File: config.mk
export PLATFORM = sky130hd
export DESIGN_NAME = truncating_float_add_sub_mul_unit
export DESIGN_NICKNAME = d
export VERILOG_FILES = /design/src/hdl/tfas_pkg.sv /design/src/hdl/truncating_float_add_sub_mul_unit.sv /design/src/hdl/tfas_norm.sv
export SDC_FILE = /design/constraint.sdc
export NUM_CORES = 2
export LEC_CHECK = 0
export ABC_AREA = 1
export BUFFER_PORTS_ARGS = -buffer_cell sky130_fd_sc_hd__buf_4
export CORE_UTILIZATION = 60
export CTS_BUF_LIST = sky130_fd_sc_hd__clkbuf_4 sky130_fd_sc_hd__clkbuf_8
export DETAILED_ROUTE_END_ITERATION = 6
export HOLD_SLACK_MARGIN = 0.12
export PLACE_DENSITY = 0.79
export SYNTH_ARGS = -nofsm -noshare
export SYNTH_HDL_FRONTEND = slang
export SYNTH_SLANG_ARGS = --single-unit
File: constraint.sdc
create_clock -name clk -period 9.25 [get_ports clk]
set_clock_uncertainty 0.1 [all_clocks]
set_input_delay 0.4625 -clock clk [delete_from_list [all_inputs] [get_ports clk]]
set_output_delay 0.4625 -clock clk [all_outputs]
set_load 0.005 [all_outputs]
File: src/hdl/tfas_pkg.sv
// ----------------------------------------------------------------------------
// tfas_pkg: shared types and constants
// Mode codes and the stage-to-stage request record of the float unit.
// ----------------------------------------------------------------------------
package tfas_pkg;

  typedef enum logic [1:0] {
    MODE_ADD = 2'd0,
    MODE_SUB = 2'd1,
    MODE_MUL = 2'd2,
    MODE_I2F = 2'd3
  } mode_t;

  localparam logic [31:0] SIGN_BIT = 32'h8000_0000;
  localparam logic [31:0] MAX_MAG  = 32'h7fff_ffff;
  localparam logic [7:0]  EXP_TOP  = 8'hff;

  // Request record carried from the product-assembly stage to the normalize stage.
  typedef struct packed {
    logic        vld;
    mode_t       mode;
    logic        done;     // result already settled by a special case
    logic [31:0] fixed;    // settled result
    logic        sign;
    logic signed [34:0] exp;  // working exponent
    logic [31:0] man;      // unnormalized mantissa or product
  } stage_t;

endpackage

File: src/hdl/truncating_float_add_sub_mul_unit.sv
// ----------------------------------------------------------------------------
// truncating_float_add_sub_mul_unit: truncating float add/sub/mul/convert
// Four-stage pipeline over single-precision bit patterns.
// ----------------------------------------------------------------------------
// A request enters when start is high; busy never rises, so one request can
// be issued every cycle. Each result appears on out_result with out_valid
// after the stage 1, 2, 3 and 4 registers, in issue order; the receiver cannot
// stall it. The stages are operand decode and align, partial products and sum,
// product assembly, and normalize and pack.
module truncating_float_add_sub_mul_unit (
  input  logic        clk,
  input  logic        rst_n,
  input  logic        start,
  output logic        busy,
  input  logic [1:0]  in_mode,
  input  logic [31:0] in_operand_a,
  input  logic [31:0] in_operand_b,
  output logic        out_valid,
  output logic [31:0] out_result
);

  // Stage 1 registers: decoded operands and special-case results.
  logic        v1_r;
  tfas_pkg::mode_t md1_r;
  logic        dn1_r;
  logic [31:0] fx1_r;
  logic        sg1_r;
  logic signed [34:0] e1_r;
  logic [31:0] big1_r, sml1_r;
  logic        neg1_r;
  logic [15:0] ah1_r, al1_r, bh1_r, bl1_r;

  logic        dn1_nxt, sg1_nxt, neg1_nxt;
  logic [31:0] fx1_nxt, big1_nxt, sml1_nxt;
  logic signed [34:0] e1_nxt;
  logic [31:0] a, b, ma7, mb7;
  logic [7:0]  ea, eb, gap;
  logic [23:0] ma, mb;
  logic        a_big;

  assign busy = 1'b0;

  // Operand decode and special cases.
  always_comb begin
    a  = in_operand_a;
    b  = (in_mode == tfas_pkg::MODE_SUB) ? (in_operand_b ^ tfas_pkg::SIGN_BIT)
                                         : in_operand_b;
    ea = a[30:23];
    eb = b[30:23];
    ma = {1'b1, a[22:0]};
    mb = {1'b1, b[22:0]};
    ma7 = {1'b0, ma, 7'd0};
    mb7 = {1'b0, mb, 7'd0};
    a_big = !(ea < eb || (ea == eb && ma < mb));
    gap = a_big ? (ea - eb) : (eb - ea);
    dn1_nxt = 1'b0;
    fx1_nxt = 32'd0;
    sg1_nxt = 1'b0;
    e1_nxt  = 35'sd0;
    big1_nxt = 32'd0;
    sml1_nxt = 32'd0;
    neg1_nxt = 1'b0;
    unique case (tfas_pkg::mode_t'(in_mode))
      tfas_pkg::MODE_ADD, tfas_pkg::MODE_SUB: begin
        sg1_nxt  = a_big ? a[31] : b[31];
        neg1_nxt = a[31] ^ b[31];
        e1_nxt   = 35'(a_big ? ea : eb);
        big1_nxt = {8'd0, a_big ? ma : mb};
        sml1_nxt = {8'd0, a_big ? (mb >> gap) : (ma >> gap)};
        if (ea == 8'd0)      begin dn1_nxt = 1'b1; fx1_nxt = b; end
        else if (eb == 8'd0) begin dn1_nxt = 1'b1; fx1_nxt = a; end
        else if (gap >= 8'd24 || (a_big ? ea : eb) == tfas_pkg::EXP_TOP) begin
          dn1_nxt = 1'b1;
          fx1_nxt = a_big ? a : b;
        end
      end
      tfas_pkg::MODE_MUL: begin
        sg1_nxt = a[31] ^ b[31];
        e1_nxt  = 35'(ea) + 35'(eb) - 35'sd132;
        if (ea == tfas_pkg::EXP_TOP) begin
          dn1_nxt = 1'b1;
          fx1_nxt = (eb == tfas_pkg::EXP_TOP ? tfas_pkg::MAX_MAG : a)
                    | {sg1_nxt, 31'd0};
        end else if (ea == 8'd0 || eb == 8'd0) begin
          dn1_nxt = 1'b1;
          fx1_nxt = {sg1_nxt, 31'd0};
        end else if (eb == tfas_pkg::EXP_TOP) begin
          dn1_nxt = 1'b1;
          fx1_nxt = b | {sg1_nxt, 31'd0};
        end
      end
      default: begin
        e1_nxt   = 35'sd150 - 35'(b);
        big1_nxt = a;
        if (a == 32'd0) begin dn1_nxt = 1'b1; fx1_nxt = 32'd0; end
      end
    endcase
  end

  always_ff @(posedge clk) begin
    if (!rst_n) v1_r <= 1'b0;
    else        v1_r <= start;
    md1_r  <= tfas_pkg::mode_t'(in_mode);
    dn1_r  <= dn1_nxt;
    fx1_r  <= fx1_nxt;
    sg1_r  <= sg1_nxt;
    e1_r   <= e1_nxt;
    big1_r <= big1_nxt;
    sml1_r <= sml1_nxt;
    neg1_r <= neg1_nxt;
    ah1_r  <= ma7[31:16];
    al1_r  <= ma7[15:0];
    bh1_r  <= mb7[31:16];
    bl1_r  <= mb7[15:0];
  end

  // Stage 2: partial products and the add/sub sum.
  logic        v2_r;
  tfas_pkg::mode_t md2_r;
  logic        dn2_r, sg2_r;
  logic [31:0] fx2_r, sum2_r, hl2_r, lh2_r, hh2_r;
  logic signed [34:0] e2_r;
  logic [31:0] sum2_nxt;

  always_comb begin
    if (md1_r == tfas_pkg::MODE_I2F) sum2_nxt = big1_r;
    else sum2_nxt = big1_r + (neg1_r ? (~sml1_r + 32'd1) : sml1_r);
  end

  always_ff @(posedge clk) begin
    if (!rst_n) v2_r <= 1'b0;
    else        v2_r <= v1_r;
    md2_r  <= md1_r;
    dn2_r  <= dn1_r;
    sg2_r  <= sg1_r;
    fx2_r  <= fx1_r;
    e2_r   <= e1_r;
    sum2_r <= sum2_nxt;
    hl2_r  <= {16'd0, ah1_r} * {16'd0, bl1_r};
    lh2_r  <= {16'd0, al1_r} * {16'd0, bh1_r};
    hh2_r  <= {16'd0, ah1_r} * {16'd0, bh1_r};
  end

  // Stage 3: product assembly and the exact-cancel check.
  tfas_pkg::stage_t s3_r, s3_nxt;
  logic [32:0] mid;

  always_comb begin
    mid = 33'(hl2_r) + 33'(lh2_r);
    s3_nxt.vld   = v2_r;
    s3_nxt.mode  = md2_r;
    s3_nxt.done  = dn2_r;
    s3_nxt.fixed = fx2_r;
    s3_nxt.sign  = sg2_r;
    s3_nxt.exp   = e2_r;
    s3_nxt.man   = sum2_r;
    if (md2_r == tfas_pkg::MODE_MUL) begin
      s3_nxt.man = hh2_r + 32'(mid[32:16]);
    end else if (md2_r != tfas_pkg::MODE_I2F && !dn2_r && sum2_r == 32'd0) begin
      s3_nxt.done  = 1'b1;
      s3_nxt.fixed = 32'd0;
    end
  end

  always_ff @(posedge clk) begin
    if (!rst_n) s3_r.vld <= 1'b0;
    else        s3_r.vld <= s3_nxt.vld;
    s3_r.mode  <= s3_nxt.mode;
    s3_r.done  <= s3_nxt.done;
    s3_r.fixed <= s3_nxt.fixed;
    s3_r.sign  <= s3_nxt.sign;
    s3_r.exp   <= s3_nxt.exp;
    s3_r.man   <= s3_nxt.man;
  end

  // Stage 4: normalize, range check and pack.
  logic [31:0] res4_nxt, res4_r;
  logic        v4_r;

  tfas_norm u_norm (
    .st  (s3_r),
    .res (res4_nxt)
  );

  always_ff @(posedge clk) begin
    if (!rst_n) v4_r <= 1'b0;
    else        v4_r <= s3_r.vld;
    res4_r <= res4_nxt;
  end

  assign out_valid  = v4_r;
  assign out_result = res4_r;

  // Checks.
  a_lat: assert property (@(posedge clk) disable iff (!rst_n)
    start |-> ##4 out_valid) else $error("result lost");
  a_none: assert property (@(posedge clk) disable iff (!rst_n)
    (s3_r.vld == 1'b0) |=> !out_valid) else $error("invented result");
  a_i2f: assert property (@(posedge clk) disable iff (!rst_n)
    (s3_r.vld && s3_r.mode == tfas_pkg::MODE_I2F) |=> !out_result[31])
    else $error("negative conversion");

endmodule

File: src/hdl/tfas_norm.sv
// ----------------------------------------------------------------------------
// tfas_norm: normalize and pack
// Finds the leading one of the working mantissa and builds the result word.
// ----------------------------------------------------------------------------
module tfas_norm (
  input  tfas_pkg::stage_t st,
  output logic [31:0]      res
);

  logic [5:0]  lz;
  logic [31:0] m;
  logic signed [34:0] e;
  logic signed [34:0] sh;

  // Leading zero count of the mantissa word.
  always_comb begin
    lz = 6'd32;
    for (int i = 0; i < 32; i++) begin
      if (st.man[i]) lz = 6'(31 - i);
    end
  end

  // Bring the leading one to bit 23, then apply the mode's range rules.
  always_comb begin
    sh = 35'(signed'({1'b0, lz})) - 35'sd8;
    m  = 32'd0;
    e  = st.exp - sh;
    res = st.fixed;
    if (!st.done) begin
      if (sh < 0) m = st.man >> (-sh);
      else        m = st.man << sh;
      unique case (st.mode)
        tfas_pkg::MODE_ADD, tfas_pkg::MODE_SUB: begin
          // A left shift that would pass an exponent of zero or less gives a signed zero.
          if (sh > 0 && st.exp - sh < -35'sd1 + 35'sd1 && st.exp <= sh - 35'sd1)
            res = {st.sign, 31'd0};
          else
            res = {st.sign, e[7:0], m[22:0]};
        end
        tfas_pkg::MODE_MUL: begin
          if (e <= 0)           res = {st.sign, 31'd0};
          else if (e >= 35'sd255) res = {st.sign, 31'h7fff_ffff};
          else                  res = {st.sign, e[7:0], m[22:0]};
        end
        default: begin
          if (e <= 0)           res = 32'd0;
          else if (e >= 35'sd255) res = tfas_pkg::MAX_MAG;
          else                  res = {1'b0, e[7:0], m[22:0]};
        end
      endcase
    end
  end

endmodule

Word level (Yosys, flattened, before mapping)
Index checks and enable logic that the tools add are counted.
- flip-flop bits (word level): 516
- bits in latches: 0
- RAM bits: 0
- memory bits (read-only): 0
- input bits: 69
- output and inout bits: 34
- memories: 0
- $add $sub $neg: 13
- $mul: 3
- div/mod/pow operators: 0
- $lt $le $gt $ge: 9
- equal/unequal tests: 11
- shifts and indexed selects: 4
- multiplexer cells: 72
- bitwise logic cells: 5
- reductions and logical operators: 17
- operator list (cell ; number):
    32-bit 2-to-1 mux ; 14
    6-bit 2-to-1 mux ; 32
    32-bit case mux with 2 select lines ; 3
    31-bit 2-to-1 mux ; 4
    35-bit by 1-bit less-than comparator with 1-bit output (second input constant) ; 2
    35-bit case mux with 2 select lines ; 1
    33-bit 2-to-1 mux ; 2
    32-bit zero test ; 2
    32-bit bitwise OR ; 2
    24-bit by 8-bit >> shifter with 24-bit output ; 2
    23-bit 2-to-1 mux ; 2
    35-bit by 9-bit greater-or-equal comparator with 1-bit output (second input constant) ; 1
    35-bit by 1-bit greater-than comparator with 1-bit output (second input constant) ; 1
    35-bit by 1-bit <= comparator with 1-bit output (second input constant) ; 1
    35-bit <= comparator ; 1
    35-bit negation ; 1
    32-bit by 35-bit left shift with 23-bit output ; 1
    32-bit by 35-bit >> shifter with 23-bit output ; 1
    35-bit by 2-bit subtractor with 35-bit output (second input constant) ; 1
    35-bit subtractor ; 1
    8-bit by 32-bit subtractor with 33-bit output (first input constant) ; 1
    31-bit by 31-bit adder with 32-bit output ; 1
    32-bit by 1-bit adder with 32-bit output (second input constant) ; 1
    32-bit adder ; 1
    other kinds (29) ; 55

Depth between registers and ports, before layout
- depth after elaboration: 40
- mapped depth: 58

By module
From an unflattened synthesis, not the netlist that was laid out.
- cell total of the unflattened synthesis: 6186
- area, all modules: 44310.0 um2
- modules (own cells, without submodules) (module ; instances ; cells each ; area each (um2)):
    truncating_float_add_sub_mul_unit ; 1 ; 4766 ; 36847.8
    tfas_norm ; 1 ; 1420 ; 7462.2

Worst setup path before layout
OpenSTA, ideal clock, no wires.
- path kind: register -> register
- from: register ah1_r[4]
- to: register hh2_r[28]
- arrival time: 6.336 ns
- path slack: 2.742 ns
- cell stages (with the launch flop): 34
- buffers on the path: 1
- period minus slack after synthesis: 6.508 ns
- path through: dfxtp_1 > clkbuf_1 > nand2_1 > fa_1 > inv_1 > fa_1 > inv_1 > fa_1 > inv_1 > ha_1 > inv_1 > fa_1 > inv_1 > fa_1 > ha_1 > nand2_1 > o21ai_0 > a21oi_1 > inv_1 > a21oi_1 > o21ai_0 > nand4_1 > nand2_1 > inv_1 > o21ai_0 > a21oi_1 > o21ai_0 > a21oi_1 > o21ai_0 > nand3_1 > nand2_1 > nand3_1 > nand2_1 > xor2_1
- word-level cells in the longest chain between the ends: 1
- RTL lines (element ; RTL line ; RTL):
    start, declared ; truncating_float_add_sub_mul_unit.sv:31 ; logic [15:0] ah1_r, al1_r, bh1_r, bl1_r;
    start signal, assigned ; truncating_float_add_sub_mul_unit.sv:111 ; ah1_r <= ma7[31:16];
    15-bit by 15-bit multiplier with 30-bit output ; truncating_float_add_sub_mul_unit.sv:141 ; hh2_r <= {16'd0, ah1_r} * {16'd0, bh1_r};
    end signal, assigned ; truncating_float_add_sub_mul_unit.sv:141 ;
    end, declared ; truncating_float_add_sub_mul_unit.sv:121 ; logic [31:0] fx2_r, sum2_r, hl2_r, lh2_r, hh2_r;
Every way passes these cells.
A chain may end at the register's enable or synchronous reset.

Worst setup path after layout
- from: register bh1_r[1]
- to: register hh2_r[28]
- word-level cells in the longest chain between the ends: 1
- RTL lines (element ; RTL line ; RTL):
    start, declared ; truncating_float_add_sub_mul_unit.sv:31 ;
    start signal, assigned ; truncating_float_add_sub_mul_unit.sv:113 ; bh1_r <= mb7[31:16];
    15-bit by 15-bit multiplier with 30-bit output ; truncating_float_add_sub_mul_unit.sv:141 ;
Every way passes these cells.

==> run_results.csv <==
group,metric,value,unit
outcome,status,"completed",
synth,yosysTopAreaCell,"dfxtp_1",
synth,yosys_most_used_dff,"dfxtp_1",
route,detail_route.vias_per_cell,5.69,
critical_path,critPathSlowestCell,"dfxtp_1",
die,die_area,71200,µm²
grt,grt-ovfl-total,0,
cells_and_area,finalInstanceArea,45900,µm²
synth,synth-edff-count,0,
synth,synth_warnings,0,
route,drt_iter0_markers,4100,
clocking,path_clk_slew,70,ps
clocking,htreeDepth,3,
cells_and_area,fillers,5918,
synth,yosysUniqueCellTypes,76,
synth,synth_adder_area_share,28.8,%
clocking,clock_path_buffers,3,
clocking,cts_made_buffers,80,
grt,track_usage,36.1,%
critical_path,max_stage_delay,930,ps
sta,tightest_slew,1210,ps
synth,synth_top_area_share,23.2,%
grt,grt_pass1_vias,36249,
place,dp_hpwl,97.9,mm
route,routed_wl,127,mm
sta,setup_viol,0,
clocking,root_buffer,"clkbuf_8",
sta,finalCritPeriodShare,77.7,%
synth,ys_ff_latch,488,
route,drtAntennaViolNets,0,
clocking,cts_tree,"built",
sta,min_period,7190,ps
route,drt-wirelength-per-cell,19.0,µm
synth,synth_xor_area_share,4.01,%
synth,synth.area.mux_share,0.0238,%
die,io_pins,103,
sta,relSlewSlack,18.6,%
pwr,p_leak,24.3,nW
place,gp_congestion,1.01,
sta,rsz0062_at_grt,"false",
sta,hold-worst-slack,204,ps
synth,synth_compound_area_share,12.0,%
die,die_x,267,µm
run,drv_cap,0,
synth,yosys.area_share.simple,21.4,%
worst_hold_path,hold_path_class,"in -> reg",
sta,hold_violations,0,
synth,synth.avg_cell_area,7.46,µm²
cells_and_area,layout.nets,6525,
grt,grt_max_degree,126,
critical_path,critPathArrivalTime,7710,ps
sta,timing.fmax,139,MHz
critical_path,crit_fanout,24,
critical_path,crit_type,"reg -> reg",
synth,synth_nets,6463,
route,first_pass_iters,7,
pwr,power_density,354,nW/µm²
synth,synth_area,42100,µm²
route,post-route-drc-count,0,
sta,setup_tns,0,ps
route,dr_total_vias,38079,
die,row_count,96,
cells_and_area,area_delta_synth_final,9.01,%
critical_path,required,9780,ps
place,dp_slack,2130,ps
clocking,clkLatencyLatePin,710,ps
synth,synth_top_family_by_area,"adder cells",
cells_and_area,drive_above_1_share,6.86,%
place,port_buffers,101,
pwr,peakVddDrop,420,µV
grt,grt_pass1_wl,199,mm
synth,yosysMostFrequentCell,"nand2_1",
sta,fin_ws,2060,ps
pwr,total_power,16.2,mW
synth,synth_cells,5642,
synth,yosys-top-cells-count,"nand2_1 (1463), inv_1 (888), dfxtp_1 (488)",
grt,antenna_found_initial,9,
critical_path,cpMostUsedCell,"inv_1",
place,place_area,43400,µm²
die,core,68900,µm²
critical_path,cp-end-kind,"flop",
synth,synthTopCellsByArea,"dfxtp_1 (23%), fa_1 (17%), nand2_1 (13%)",
clocking,cts_resized,0,
critical_path,cp-start-kind,"flop",
synth,yosysSeqAreaShare,23.2,%
die,die_h,267,µm
synth,ys_async_sr_fraction,0,%
sta,slew_viol_final,0,
die,initial_core_util,61.0,%
clocking,clock-sinks,488,
-- layer usage --
metal	part of all wire [%]	up-vias	GRT usage, %
met2	43	1961	54.1
met5	0.021	-	0
met3	11	375	8.10
li1	-	18032	-
met4	5.4	4	18.9
met1	41	17707	48.5
-- power by group --
group	internal [mW]	leakage (nW)	switching, mW
Sequential	2.71	4.08	0.400
Combinational	3.98	19.3	7.01
Clock	1.22	0.923	0.906
Total	7.91	24.3	8.31
-- cell type report --
| type | instances | area (µm²) | area share, % |
|---|---|---|---|
| antenna | 10 | 25.0 | 0.0546 |
| clock buffer | 106 | 1360 | 2.96 |
| clock inverter | 29 | 419 | 0.914 |
| inverter | 914 | 3430 | 7.48 |
| multi-input combinational | 4000 | 27900 | 60.8 |
| sequential | 488 | 9770 | 21.3 |
| tap | 931 | 1160 | 2.54 |
| timing repair buffer | 220 | 1810 | 3.94 |
-- critical path, delay by kind of cell (launching register included) --
| kind | cells | cell delay, ps |
|---|---|---|
| DFF | 1 | 930 |
| xor gates and xnor gates | 1 | 130 |
| and+or+nand+nor | 8 | 800 |
| adders and majority gates | 7 | 3040 |
| buffers and inverters | 7 | 410 |
| AOI/OAI and AO/OA | 9 | 1690 |
-- sequential cells by signal, summed over array words and instances (netlist names), 32 cells and up --
signal      cells
out_result     32
fx1_r          32
e1_r           33
s3_r          102
big1_r         32
e2_r           33
sum2_r         32
fx2_r          32
-- per-stage QoR --
stage,util [%],std cells
floorplan,-,5642
global placement,63.0,6491
detailed placement,63.0,6491
CTS,66.5,6688
global route,66.5,6689
finish,66.5,6698
-- cell usage in the layout, fill, tap and decap left out, types with 5 or more instances in the layout --
cell and count:
o211ai_1 26, inv_2 19, a21oi_1 293, clkbuf_4 16
diode_2 10, o21ai_1 26, nor2_2 13, nor4_1 19
o21ai_2 11, or2_2 9, clkinv_2 11, inv_1 888
nand4_1 91, buf_4 158, nor3_2 5, nand2_1 1463
nor2_1 288, bufinv_16 9, a21oi_2 12, o31ai_1 23
a31oi_1 20, o221ai_1 10, o21bai_1 14, clkbuf_8 90
xnor2_1 67, a211oi_1 8, xor2_1 121, dfxtp_1 488
a21o_1 13, nand3_1 192, clkinv_1 7, a32o_1 14
nor3_1 61, dlygate4sd3_1 62, o22ai_1 46, o21ai_0 332
fa_1 358, ha_1 394
-- final timing paths --
kind               startpoint                end  slack [ps]  cells after the start
max          bh1_r[1]$_DFF_P_  hh2_r[28]$_DFF_P_        2060                     32
min          in_operand_b[30]   e1_r[30]$_DFF_P_         200                      4
max reg2reg  bh1_r[1]$_DFF_P_  hh2_r[28]$_DFF_P_        2060                     32
min reg2reg   e1_r[1]$_DFF_P_    e2_r[1]$_DFF_P_         220                      0
-- cells by family after synthesis --
group,Yosys count
AND/OR/NAND/NOR,2175
other,1
buffers and inverters,1154
flip-flops,488
AO/OA/AOI/OAI,880
multiplexers,1
XOR/XNOR,191
adder cells (fa/ha/maj),752
-- what timing repair did --
action / in CTS / in global routing
hold buffers: 62 / 0
endpoints found under the setup margin: 0 / 0
setup buffers: 0 / 0
endpoints found under the hold margin: 78 / 0
(Power assumes the default switching activity.)
